`src/hfct_pkg.sv`:
```
// Package for the hot function call counter table.
// Holds the transaction types, command and register codes, and reset constants.
// No dependencies.
`timescale 1ns / 1ps

package hfct_pkg;

  localparam int unsigned TableEntriesDef = 64;
  localparam int unsigned CntW            = 32;
  localparam int unsigned KeyW            = 64;
  localparam int unsigned CfgIdxW         = 1;
  localparam int unsigned CfgDataW        = 32;

  localparam logic [1:0] CMD_CALL  = 2'd0;
  localparam logic [1:0] CMD_LOOP  = 2'd1;
  localparam logic [1:0] CMD_CLEAR = 2'd2;

  localparam logic [CfgIdxW-1:0] CFG_ENABLE    = 1'b0;
  localparam logic [CfgIdxW-1:0] CFG_THRESHOLD = 1'b1;

  localparam logic            ENABLE_RST    = 1'b1;
  localparam logic [CntW-1:0] THRESHOLD_RST = 32'd1000;
  localparam logic [CntW-1:0] CNT_MAX       = 32'hFFFF_FFFF;

  typedef struct packed {
    logic [1:0]      cmd;
    logic [KeyW-1:0] function_id;
  } in_t;

  typedef struct packed {
    logic            became_hot;
    logic            tracked;
    logic [CntW-1:0] call_total;
    logic [CntW-1:0] loop_total;
    logic            marked;
  } out_t;

  typedef struct packed {
    logic            mark;
    logic [CntW-1:0] calls;
    logic [CntW-1:0] loops;
  } entry_t;

  typedef struct packed {
    logic hit;
    logic room;
  } lookup_t;

endpackage

```
`src/hfct_event.sv`:
```
// Event logic: allocation, saturating counts, hot detection and result forming.
// Depends on hfct_pkg.
`timescale 1ns / 1ps

module hfct_event #(
  parameter int unsigned TableEntries = hfct_pkg::TableEntriesDef
) (
  input  logic                          go_i,
  input  logic [1:0]                    cmd_i,
  input  logic                          enable_i,
  input  logic [hfct_pkg::CntW-1:0]     threshold_i,
  input  hfct_pkg::lookup_t             lookup_i,
  input  logic [TableEntries-1:0]       match_i,
  input  logic [TableEntries-1:0]       free_low_i,
  input  hfct_pkg::entry_t              entry_i,
  output logic [TableEntries-1:0]       wr_en_o,
  output hfct_pkg::entry_t              wr_entry_o,
  output logic                          clear_o,
  output hfct_pkg::out_t                result_o
);

  logic                      is_call;
  logic                      is_loop;
  logic                      is_clear;
  logic                      tracked;
  logic                      hot;
  logic                      do_write;
  hfct_pkg::entry_t          base;
  hfct_pkg::entry_t          upd;
  logic [hfct_pkg::CntW-1:0] next_calls;

  assign is_clear = (cmd_i == hfct_pkg::CMD_CLEAR);
  assign is_call  = enable_i && (cmd_i == hfct_pkg::CMD_CALL);
  assign is_loop  = enable_i && (cmd_i == hfct_pkg::CMD_LOOP);

  assign base    = lookup_i.hit ? entry_i : '0;
  assign tracked = !is_clear && (lookup_i.hit || (is_call && lookup_i.room));

  assign next_calls = (base.calls == hfct_pkg::CNT_MAX) ? hfct_pkg::CNT_MAX
                                                        : base.calls + 32'd1;
  assign hot = is_call && tracked && (base.calls < threshold_i)
               && (next_calls >= threshold_i);

  always_comb begin
    upd = base;
    if (is_call && tracked) begin
      upd.calls = next_calls;
      upd.mark  = base.mark | hot;
    end
    if (is_loop && lookup_i.hit && (base.loops != hfct_pkg::CNT_MAX)) begin
      upd.loops = base.loops + 32'd1;
    end
  end

  assign do_write   = go_i && ((is_call && tracked) || (is_loop && lookup_i.hit));
  assign wr_en_o    = do_write ? (lookup_i.hit ? match_i : free_low_i) : '0;
  assign wr_entry_o = upd;
  assign clear_o    = go_i && is_clear;

  always_comb begin
    result_o            = '0;
    result_o.became_hot = hot;
    result_o.tracked    = tracked;
    if (tracked) begin
      result_o.call_total = upd.calls;
      result_o.loop_total = upd.loops;
      result_o.marked     = upd.mark;
    end
  end

endmodule

```
`config.mk`:
```
export PLATFORM = sky130hd
export DESIGN_NAME = hfct_event
export DESIGN_NICKNAME = d
export VERILOG_FILES = /design/src/hfct_pkg.sv /design/src/hfct_event.sv
export SDC_FILE = /design/constraint.sdc
export NUM_CORES = 1
export LEC_CHECK = 0
export BUFFER_PORTS_ARGS = -buffer_cell sky130_fd_sc_hd__buf_2
export CORE_AREA = 5 5 162 164
export DETAILED_ROUTE_END_ITERATION = 16
export DIE_AREA = 0 0 167 169
export PLACE_DENSITY_LB_ADDON = 0.05
export SYNTH_ARGS = -nofsm -noshare
export SYNTH_HDL_FRONTEND = slang
export SYNTH_SLANG_ARGS = --single-unit
```
`constraint.sdc`:
```
create_clock -name vclk -period 13
set_clock_uncertainty 0.05 [all_clocks]
set_input_delay 2.6 -clock vclk [all_inputs]
set_output_delay 2.6 -clock vclk [all_outputs]
set_load 0.01 [all_outputs]
```
# ---- After elaboration in Yosys (flattened, before gate mapping)
# Index checks and enable logic that the tools add are counted.
dict set report classes {
  n_reduce_logical 15
  muxes 7
  bitwise_logic 1
  n_addsub 2
  n_eq_ne 4
  n_lt_le_gt_ge 2
}
# operator n
set ops {}
lappend ops {{$mux W65} 2}
lappend ops {{$mux W64} 2}
lappend ops {{$add A32 B1 Y32 const B} 2}
lappend ops {{$mux W32} 2}
lappend ops {{$mux W33} 1}
lappend ops {{$eq A32 B32 Y1 const B} 1}
lappend ops {{$ge A32 B32 Y1} 1}
lappend ops {{$lt A32 B32 Y1} 1}
lappend ops {{$ne A32 B32 Y1 const B} 1}
lappend ops {{$logic_and A1 B1 Y1} 11}
lappend ops {{$eq A2 B1 Y1 const B} 1}
lappend ops {{$eq A2 B2 Y1 const B} 1}
lappend ops {{$logic_not A2 Y1} 1}
lappend ops {{$logic_or A1 B1 Y1} 2}
lappend ops {{$logic_not A1 Y1} 1}
lappend ops {{$or A1 B1 Y1} 1}
dict set report totals {
  input_bits 231
  regBits 0
  elab_cells 31
  out_inout_bits 197
}

# ---- Longest topological paths before layout
# Gate-level depths: netlist (run 1).
dict set report depth {
  word_depth 11
  depth_mapped 18
  depth_no_buf 16
}

# ---- Worst setup path after synthesis (run 1)
# OpenSTA, ideal clock, no wires.
dict set report synth_path {
  path_type {input port to output port}
  from {input port lookup_i[1] (netlist name)}
  to {output port result_o[0] (netlist name)}
  setup_slack_ns 4.591
  t_required_ns 10.350
  arrival_ns 5.759
  n_path_buf 2
  stages 17
  cell_sequence {buf_4 > and4_4 > nand2_4 > or4_4 > buf_6 > nor3_4 > nand2_1 > xnor2_1 > nand2_1 > ha_1 > nand4_1 > nor4_1 > a22oi_1 > a32oi_1 > a41oi_1 > nor3_1 > a31o_2}
}
# item line_no
set synth_lines {}
lappend synth_lines {{start, declared} hfct_event.sv:12} ;# input hfct_pkg::lookup_t lookup_i,
lappend synth_lines {{end, declared} hfct_event.sv:19} ;# output hfct_pkg::out_t result_o

==> out/qor.log, run 1 <==
[floorplanning] vertical die dimension 169 um
[timing] actual slew at the worst max-slew pin 1100 ps
[place] placement-stage cell area 7900 um2
[timing] final count of hold timing violations 0
[yosys] share of synthesized area occupied by flip-flops and latches 0
[clocking] number of buffers inserted to repair setup after CTS 0
[worst_setup_path] slowest stage cell on the critical path sky130_fd_sc_hd__nand2_1
[power] maximum VDD drop 0.00992 mV
[cells_and_area] Sequential Area 0 um2
[cells_and_area] top library cells by usage in the layout, fill and taps aside sky130_fd_sc_hd__buf_2 (427), sky130_fd_sc_hd__nor2_1 (145), sky130_fd_sc_hd__nand2_1 (117)
[detailed_routing] number of violations reported at the end of detailed-routing iteration 0 414
[clocking] number of hold buffers added after CTS 0
[detailed_routing] post-route met1 wirelength 13000 um
[yosys] Post-Syn Instances 899
[global_route] maximum number of pins on one net before global-route repair 65
[cells_and_area] Seq Cell Count 0
[min_path] min-delay worst type input pin to primary output
[detailed_routing] Detail Route Antenna Nets 0
[cells_and_area] number of clock buffers in the layout 0
[place] DP HPWL 29400 um
[floorplanning] overall die area 28200 um2
[timing] final slew viol count 0
[yosys] total of warnings raised by yosys 0
[worst_setup_path] capturing element type of the critical path primary output
[worst_setup_path] highest fanout seen on the critical path 50
[detailed_routing] top sig layer met5
[timing] Final setup violation count 0
[worst_setup_path] start-to-end type of the worst setup path input pin to primary output
[worst_setup_path] Setup crit start kind input pin
[floorplanning] Core Box Area 24700 um2
[detailed_routing] routed wire length per instance 20.7 um
[timing] worst slew slack as a fraction of its limit 0.265
[detailed_routing] vias per cell 4.83
[power] Pwr Density 27.4 nW/um2
[worst_setup_path] largest stage delay on the critical path 700 ps
[power] P_leak 4.51 nW
[timing] final setup slack of the worst path 3120 ps
[global_route] vias in the first global route 7954
[detailed_routing] detailed-routing iteration count for the pre-antenna-repair pass 5
[cells_and_area] most frequent standard cell in the layout excluding fill and tap cells sky130_fd_sc_hd__buf_2
[detailed_routing] total met2 wirelength after detailed routing 17300 um
[place] setup slack after placement 3080 ps
[global_route] first-pass GRT wire length 49000 um
[global_route] overflow left after global routing 0
[status] run status completed
[yosys] combined area of all synthesized cells 5490 um2
[flow_run] max-cap violations 0
[floorplanning] horizontal die dimension 167 um
[yosys] net count after synthesis 1194
[detailed_routing] Detailed Route WL 33500 um
[clocking] count of instances resized after the clock tree is built 0
[worst_setup_path] required time reported for the critical path endpoint 10350 ps
[cells_and_area] Final Net Count 1583
[worst_setup_path] critical path data arrival time 7230 ps
[floorplanning] number of placement rows 58
[floorplanning] number of I/O pins 428
[power] post-layout power 0.216 mW
[worst_setup_path] Critical Path, Cell by Cell buf_6 > and3_1 > nand2_4 > nor4_2 > nand2_1 > o21ai_0 > ha_1 > nand4_1 > nor4_1 > a22oi_1 > a32oi_1 > a41oi_1 > nor3_1 > a31o_2 > buf_2
[timing] unrepaired setup endpoints after global routing false
[global_route] GR Util All Layers 0.221
[timing] Final period util 0.760
[yosys] synthesized area per cell 6.11 um2
[detailed_routing] met3 routed WL 2100 um
[floorplanning] Initial Util 0.222
[place] number of input and output port buffers inserted 428
[timing] maximum frequency from static timing analysis 101 MHz
[cells_and_area] Filler Cells Inserted 2881
[place] global placer's final weighted congestion 0.877
[yosys] synth unique cells 66
[cells_and_area] fraction of final layout cells sized beyond drive strength 1 0.360
[cells_and_area] cell area after layout 7900 um2
[detailed_routing] final routed DRC violation total 0
[cells_and_area] relative area change from synthesis to final layout 43.9%
[timing] Total Negative Setup Slacks 0 ps
[global_route] number of antenna violations at the first check in global routing 5
[timing] shortest clock period the worst path allows after layout 9880 ps
[detailed_routing] total number of vias 7815
[synthesized netlist by cell type, drive strengths merged (4+ instances only)]
master / count / share of area
a31oi: 15 / 0.017
a21oi: 53 / 0.049
a21o: 4 / 0.0055
mux2i: 65 / 0.12
or3: 4 / 0.0046
clkbuf: 31 / 0.021
nor3: 24 / 0.028
nor2: 146 / 0.10
ha: 64 / 0.15
o21ai: 51 / 0.047
a211oi: 6 / 0.0082
xor2: 16 / 0.026
nand4: 25 / 0.028
and3: 14 / 0.016
inv: 63 / 0.043
nand2: 120 / 0.085
xnor2: 30 / 0.048
buf: 17 / 0.020
nand3: 31 / 0.031
o211ai: 4 / 0.0055
o22ai: 6 / 0.0068
and4: 4 / 0.0068
nor4: 14 / 0.019
and2: 51 / 0.058
[where the power goes]
group          leakage, nW  internal, mW  switching, mW
Clock           0.00000634  0.0000000103              0
Combinational         4.51        0.0889          0.127
Sequential               0             0              0
[worst max-delay path: cells and delay by family]
kind / cells / cell delay (ps)
and+or+nand+nor: 7 / 3070
AOI/OAI and AO/OA: 5 / 930
buffers and inverters: 2 / 430
adders and majority gates: 1 / 180
[final cells by class]
type                            count  area [um2]  share of cell area
Antenna cell                        1        2.50            0.000317
Timing Repair Buffer              435        2200               0.279
Inverter                           64         241              0.0306
Multi-Input combinational cell    787        5040               0.638
Tap cell                          330         413              0.0523
[path summary, 6_finish.rpt]
path	start	slack [ps]	to	depth (start not counted)
worst min-delay path	free_low_i[40]	5480	wr_en_o[40]	4
worst max-delay path	lookup_i[1]	3120	result_o[0]	15
[logic make-up (layout without fill, tap and decap cells)]
kind of cell,Yosys count,after routing,share of synthesized area
simple gates,449,449,0.401
xor+xnor,46,46,0.0734
compound gates,162,162,0.175
buf+inv,112,499,0.0848
mux,66,66,0.121
fa+ha+maj,64,64,0.146
other cells,0,1,0
[per-layer routing]
layer,up-vias,track usage
met3,45,0.0444
met2,274,0.417
met4,4,0.0598
li1,3911,-
met5,-,0
met1,3581,0.253
[stage by stage]
stage	utilization	std cells	hold slack, ps
after floorplan	-	899	5260
after global routing	0.319	1617	5500
after global placement	0.319	1616	5470
after CTS	0.319	1616	5480
final	0.319	1617	5480
after detailed placement	0.319	1616	5480
Power figures use the tool's default switching activity.
==> run 2, diff against run 1 <==
CORE_AREA = 5 5 165 167   (was 5 5 162 164)
DIE_AREA = 0 0 170 172   (was 0 0 167 169)
clock period = 9.1 ns   (was 13 ns; I/O delays follow)
==> run 2 against run 1 <==
Cell count is 0.87% higher. Combinational power is 43% higher. Flip-flop and latch count stayed put. Clock-buffer cell count stayed put. Cell area is 0.68% higher. Highest routed layer unchanged. Power is 43% higher. Non-clock buffer count is 5 higher. Critical endpoint unchanged. Critical path depth is 3 higher. Core utilization is 0.87 points lower. Via count is 0.52% higher. First-iteration DRC count is 15% higher.
==> out/qor.log, run 2 (synthesis results as in run 1) <==
[timing] worst slew slack as a fraction of its limit 0.405 [was 0.265]
[detailed_routing] Detail Route Antenna Nets 0 [unchanged]
[detailed_routing] detailed-routing iteration count for the pre-antenna-repair pass 5 [unchanged]
[global_route] first-pass GRT wire length 48100 um [was 49000 um]
[timing] actual slew at the worst max-slew pin 893 ps [was 1100 ps]
[worst_setup_path] Setup crit start kind input pin [unchanged]
[worst_setup_path] highest fanout seen on the critical path 55 [was 50]
[floorplanning] overall die area 29200 um2 [was 28200 um2]
[worst_setup_path] capturing element type of the critical path primary output [unchanged]
[worst_setup_path] launch point of the critical path lookup_i[1] [unchanged]
[cells_and_area] Sequential Area 0 um2 [unchanged]
[clocking] number of hold buffers added after CTS 0 [unchanged]
[floorplanning] horizontal die dimension 170 um [was 167 um]
[worst_setup_path] largest stage delay on the critical path 540 ps [was 700 ps]
[cells_and_area] Final Net Count 1588 [was 1583]
[worst_setup_path] cell family contributing the most delay on the critical path simple AND/OR/NAND/NOR gates [unchanged]
[cells_and_area] Filler Cells Inserted 2973 [was 2881]
[detailed_routing] number of violations reported at the end of detailed-routing iteration 0 476 [was 414]
[floorplanning] Initial Util 0.214 [was 0.222]
[timing] Final period util 0.896
[cells_and_area] relative area change from synthesis to final layout 44.9% [was 43.9%]
[place] global placer's final weighted congestion 0.904 [was 0.877]
[detailed_routing] routed wire length per instance 20.7 um [about the same]
[clocking] number of buffers inserted to repair setup after CTS 0 [unchanged]
[floorplanning] number of placement rows 59 [was 58]
[place] DP HPWL 29900 um [was 29400 um]
[timing] final count of hold timing violations 0 [unchanged]
[power] maximum VDD drop 0.0168 mV [was 0.00992 mV]
[detailed_routing] final routed DRC violation total 0 [unchanged]
[place] number of input and output port buffers inserted 428 [unchanged]
[timing] final slew viol count 0 [unchanged]
[flow_run] max-cap violations 0 [unchanged]
[place] placement-stage cell area 7940 um2 [was 7900 um2]
[worst_setup_path] critical path data arrival time 6280 ps [was 7230 ps]
[cells_and_area] fraction of final layout cells sized beyond drive strength 1 0.363 [was 0.360]
[floorplanning] Core Box Area 25600 um2 [was 24700 um2]
[min_path] min-delay worst type input pin to primary output [unchanged]
[timing] Final setup violation count 0 [unchanged]
[status] run status completed [unchanged]
[global_route] overflow left after global routing 0 [unchanged]
[timing] Total Negative Setup Slacks 0 ps [unchanged]
[worst_setup_path] Critical Path, Cell by Cell buf_6 > and3_1 > nand2_4 > or4_4 > nor3_4 > nand2_1 > xnor2_1 > nand2_1 > ha_1 > nand4_1 > nor4_1 > a22oi_1 > a32oi_1 > a41oi_1 > nor3_1 > buf_4 > a31o_2 > buf_2 [was buf_6 > and3_1 > nand2_4 > nor4_2 > nand2_1 > o21ai_0 > ha_1 > nand4_1 > nor4_1 > a22oi_1 > a32oi_1 > a41oi_1 > nor3_1 > a31o_2 > buf_2]
[worst_setup_path] most numerous cell on the critical path sky130_fd_sc_hd__nand2_1
[cells_and_area] Seq Cell Count 0 [unchanged]
[floorplanning] number of I/O pins 428 [unchanged]
[worst_setup_path] required time reported for the critical path endpoint 7230 ps [was 10350 ps]
[power] Pwr Density 38.8 nW/um2 [was 27.4 nW/um2]
[cells_and_area] cell area after layout 7950 um2 [was 7900 um2]
[worst_setup_path] start-to-end type of the worst setup path input pin to primary output [unchanged]
[timing] maximum frequency from static timing analysis 123 MHz
[global_route] maximum number of pins on one net before global-route repair 65 [unchanged]
[detailed_routing] vias per cell 4.82 [was 4.83]
[global_route] number of antenna violations at the first check in global routing 9 [was 5]
[cells_and_area] number of clock buffers in the layout 0 [unchanged]
[min_path] startpoint of the most critical hold path free_low_i[60] [was free_low_i[40]]
[worst_setup_path] count of buffer and inverter cells on the critical path 3 [was 2]
[cells_and_area] top library cells by usage in the layout, fill and taps aside sky130_fd_sc_hd__buf_2 (427), sky130_fd_sc_hd__nor2_1 (145), sky130_fd_sc_hd__nand2_1 (117) [unchanged]
[worst_setup_path] slowest stage cell on the critical path sky130_fd_sc_hd__nor4_1 [was sky130_fd_sc_hd__nand2_1]
[detailed_routing] total number of vias 7856 [was 7815]
[floorplanning] vertical die dimension 172 um [was 169 um]
[clocking] count of instances resized after the clock tree is built 0 [unchanged]
[cells_and_area] most frequent standard cell in the layout excluding fill and tap cells sky130_fd_sc_hd__buf_2 [unchanged]
[timing] unrepaired setup endpoints after global routing false [unchanged]
[power] P_leak 4.53 nW [was 4.51 nW]
[detailed_routing] Detailed Route WL 33800 um [was 33500 um]
[cells_and_area] total area of multi-input combinational cells 5040 um2 [unchanged]
[timing] shortest clock period the worst path allows after layout 8150 ps
[global_route] vias in the first global route 7824 [was 7954]
[global_route] GR Util All Layers 0.214 [was 0.221]
run 2: cell types whose count changed in the layout (fill, tap and decap cells not counted):
cell,previous run,this run
sky130_fd_sc_hd__diode_2,1,5
sky130_fd_sc_hd__buf_4,7,12
run 2: worst paths after layout:
check / to / slack [ps] / cells after the start
setup / recovery: result_o[0] / 950 / 18
hold / removal: wr_en_o[60] / 3910 / 4
run 2: power by group:
group	internal [mW]	switching (mW)	total, mW
registers	0	0	0
clock network	0.0000000735	0	0.0000000735
logic	0.127	0.181	0.309
run 2: final cells by class:
cell class | instances | area share
Antenna cell | 5 | 0.00157
Multi-Input combinational cell | 787 | 0.634
Timing Repair Buffer | 440 | 0.281
Inverter | 64 | 0.0304
Tap cell | 335 | 0.0527
run 2: metrics by stage:
stage	setup WS (ps)	total power, mW	utilization	std cells	hold slack, ps
floorplan	2250	0.164	-	899	3700
global placement	1080	0.313	0.310	1626	3910
detailed placement	963	0.312	0.310	1626	3910
CTS	943	0.313	0.310	1626	3910
global route	589	0.344	0.310	1628	3940
finish	950	0.309	0.311	1631	3910
run 2: routing by layer:
| metal | up-vias | wire length (um) | track usage |
|---|---|---|---|
| li1 | 3934 | - | - |
| met1 | 3577 | 12800 | 0.247 |
| met2 | 288 | 17500 | 0.403 |
| met3 | 49 | 2390 | 0.0466 |
| met4 | 8 | 992 | 0.0476 |
| met5 | - | 42 | 0 |
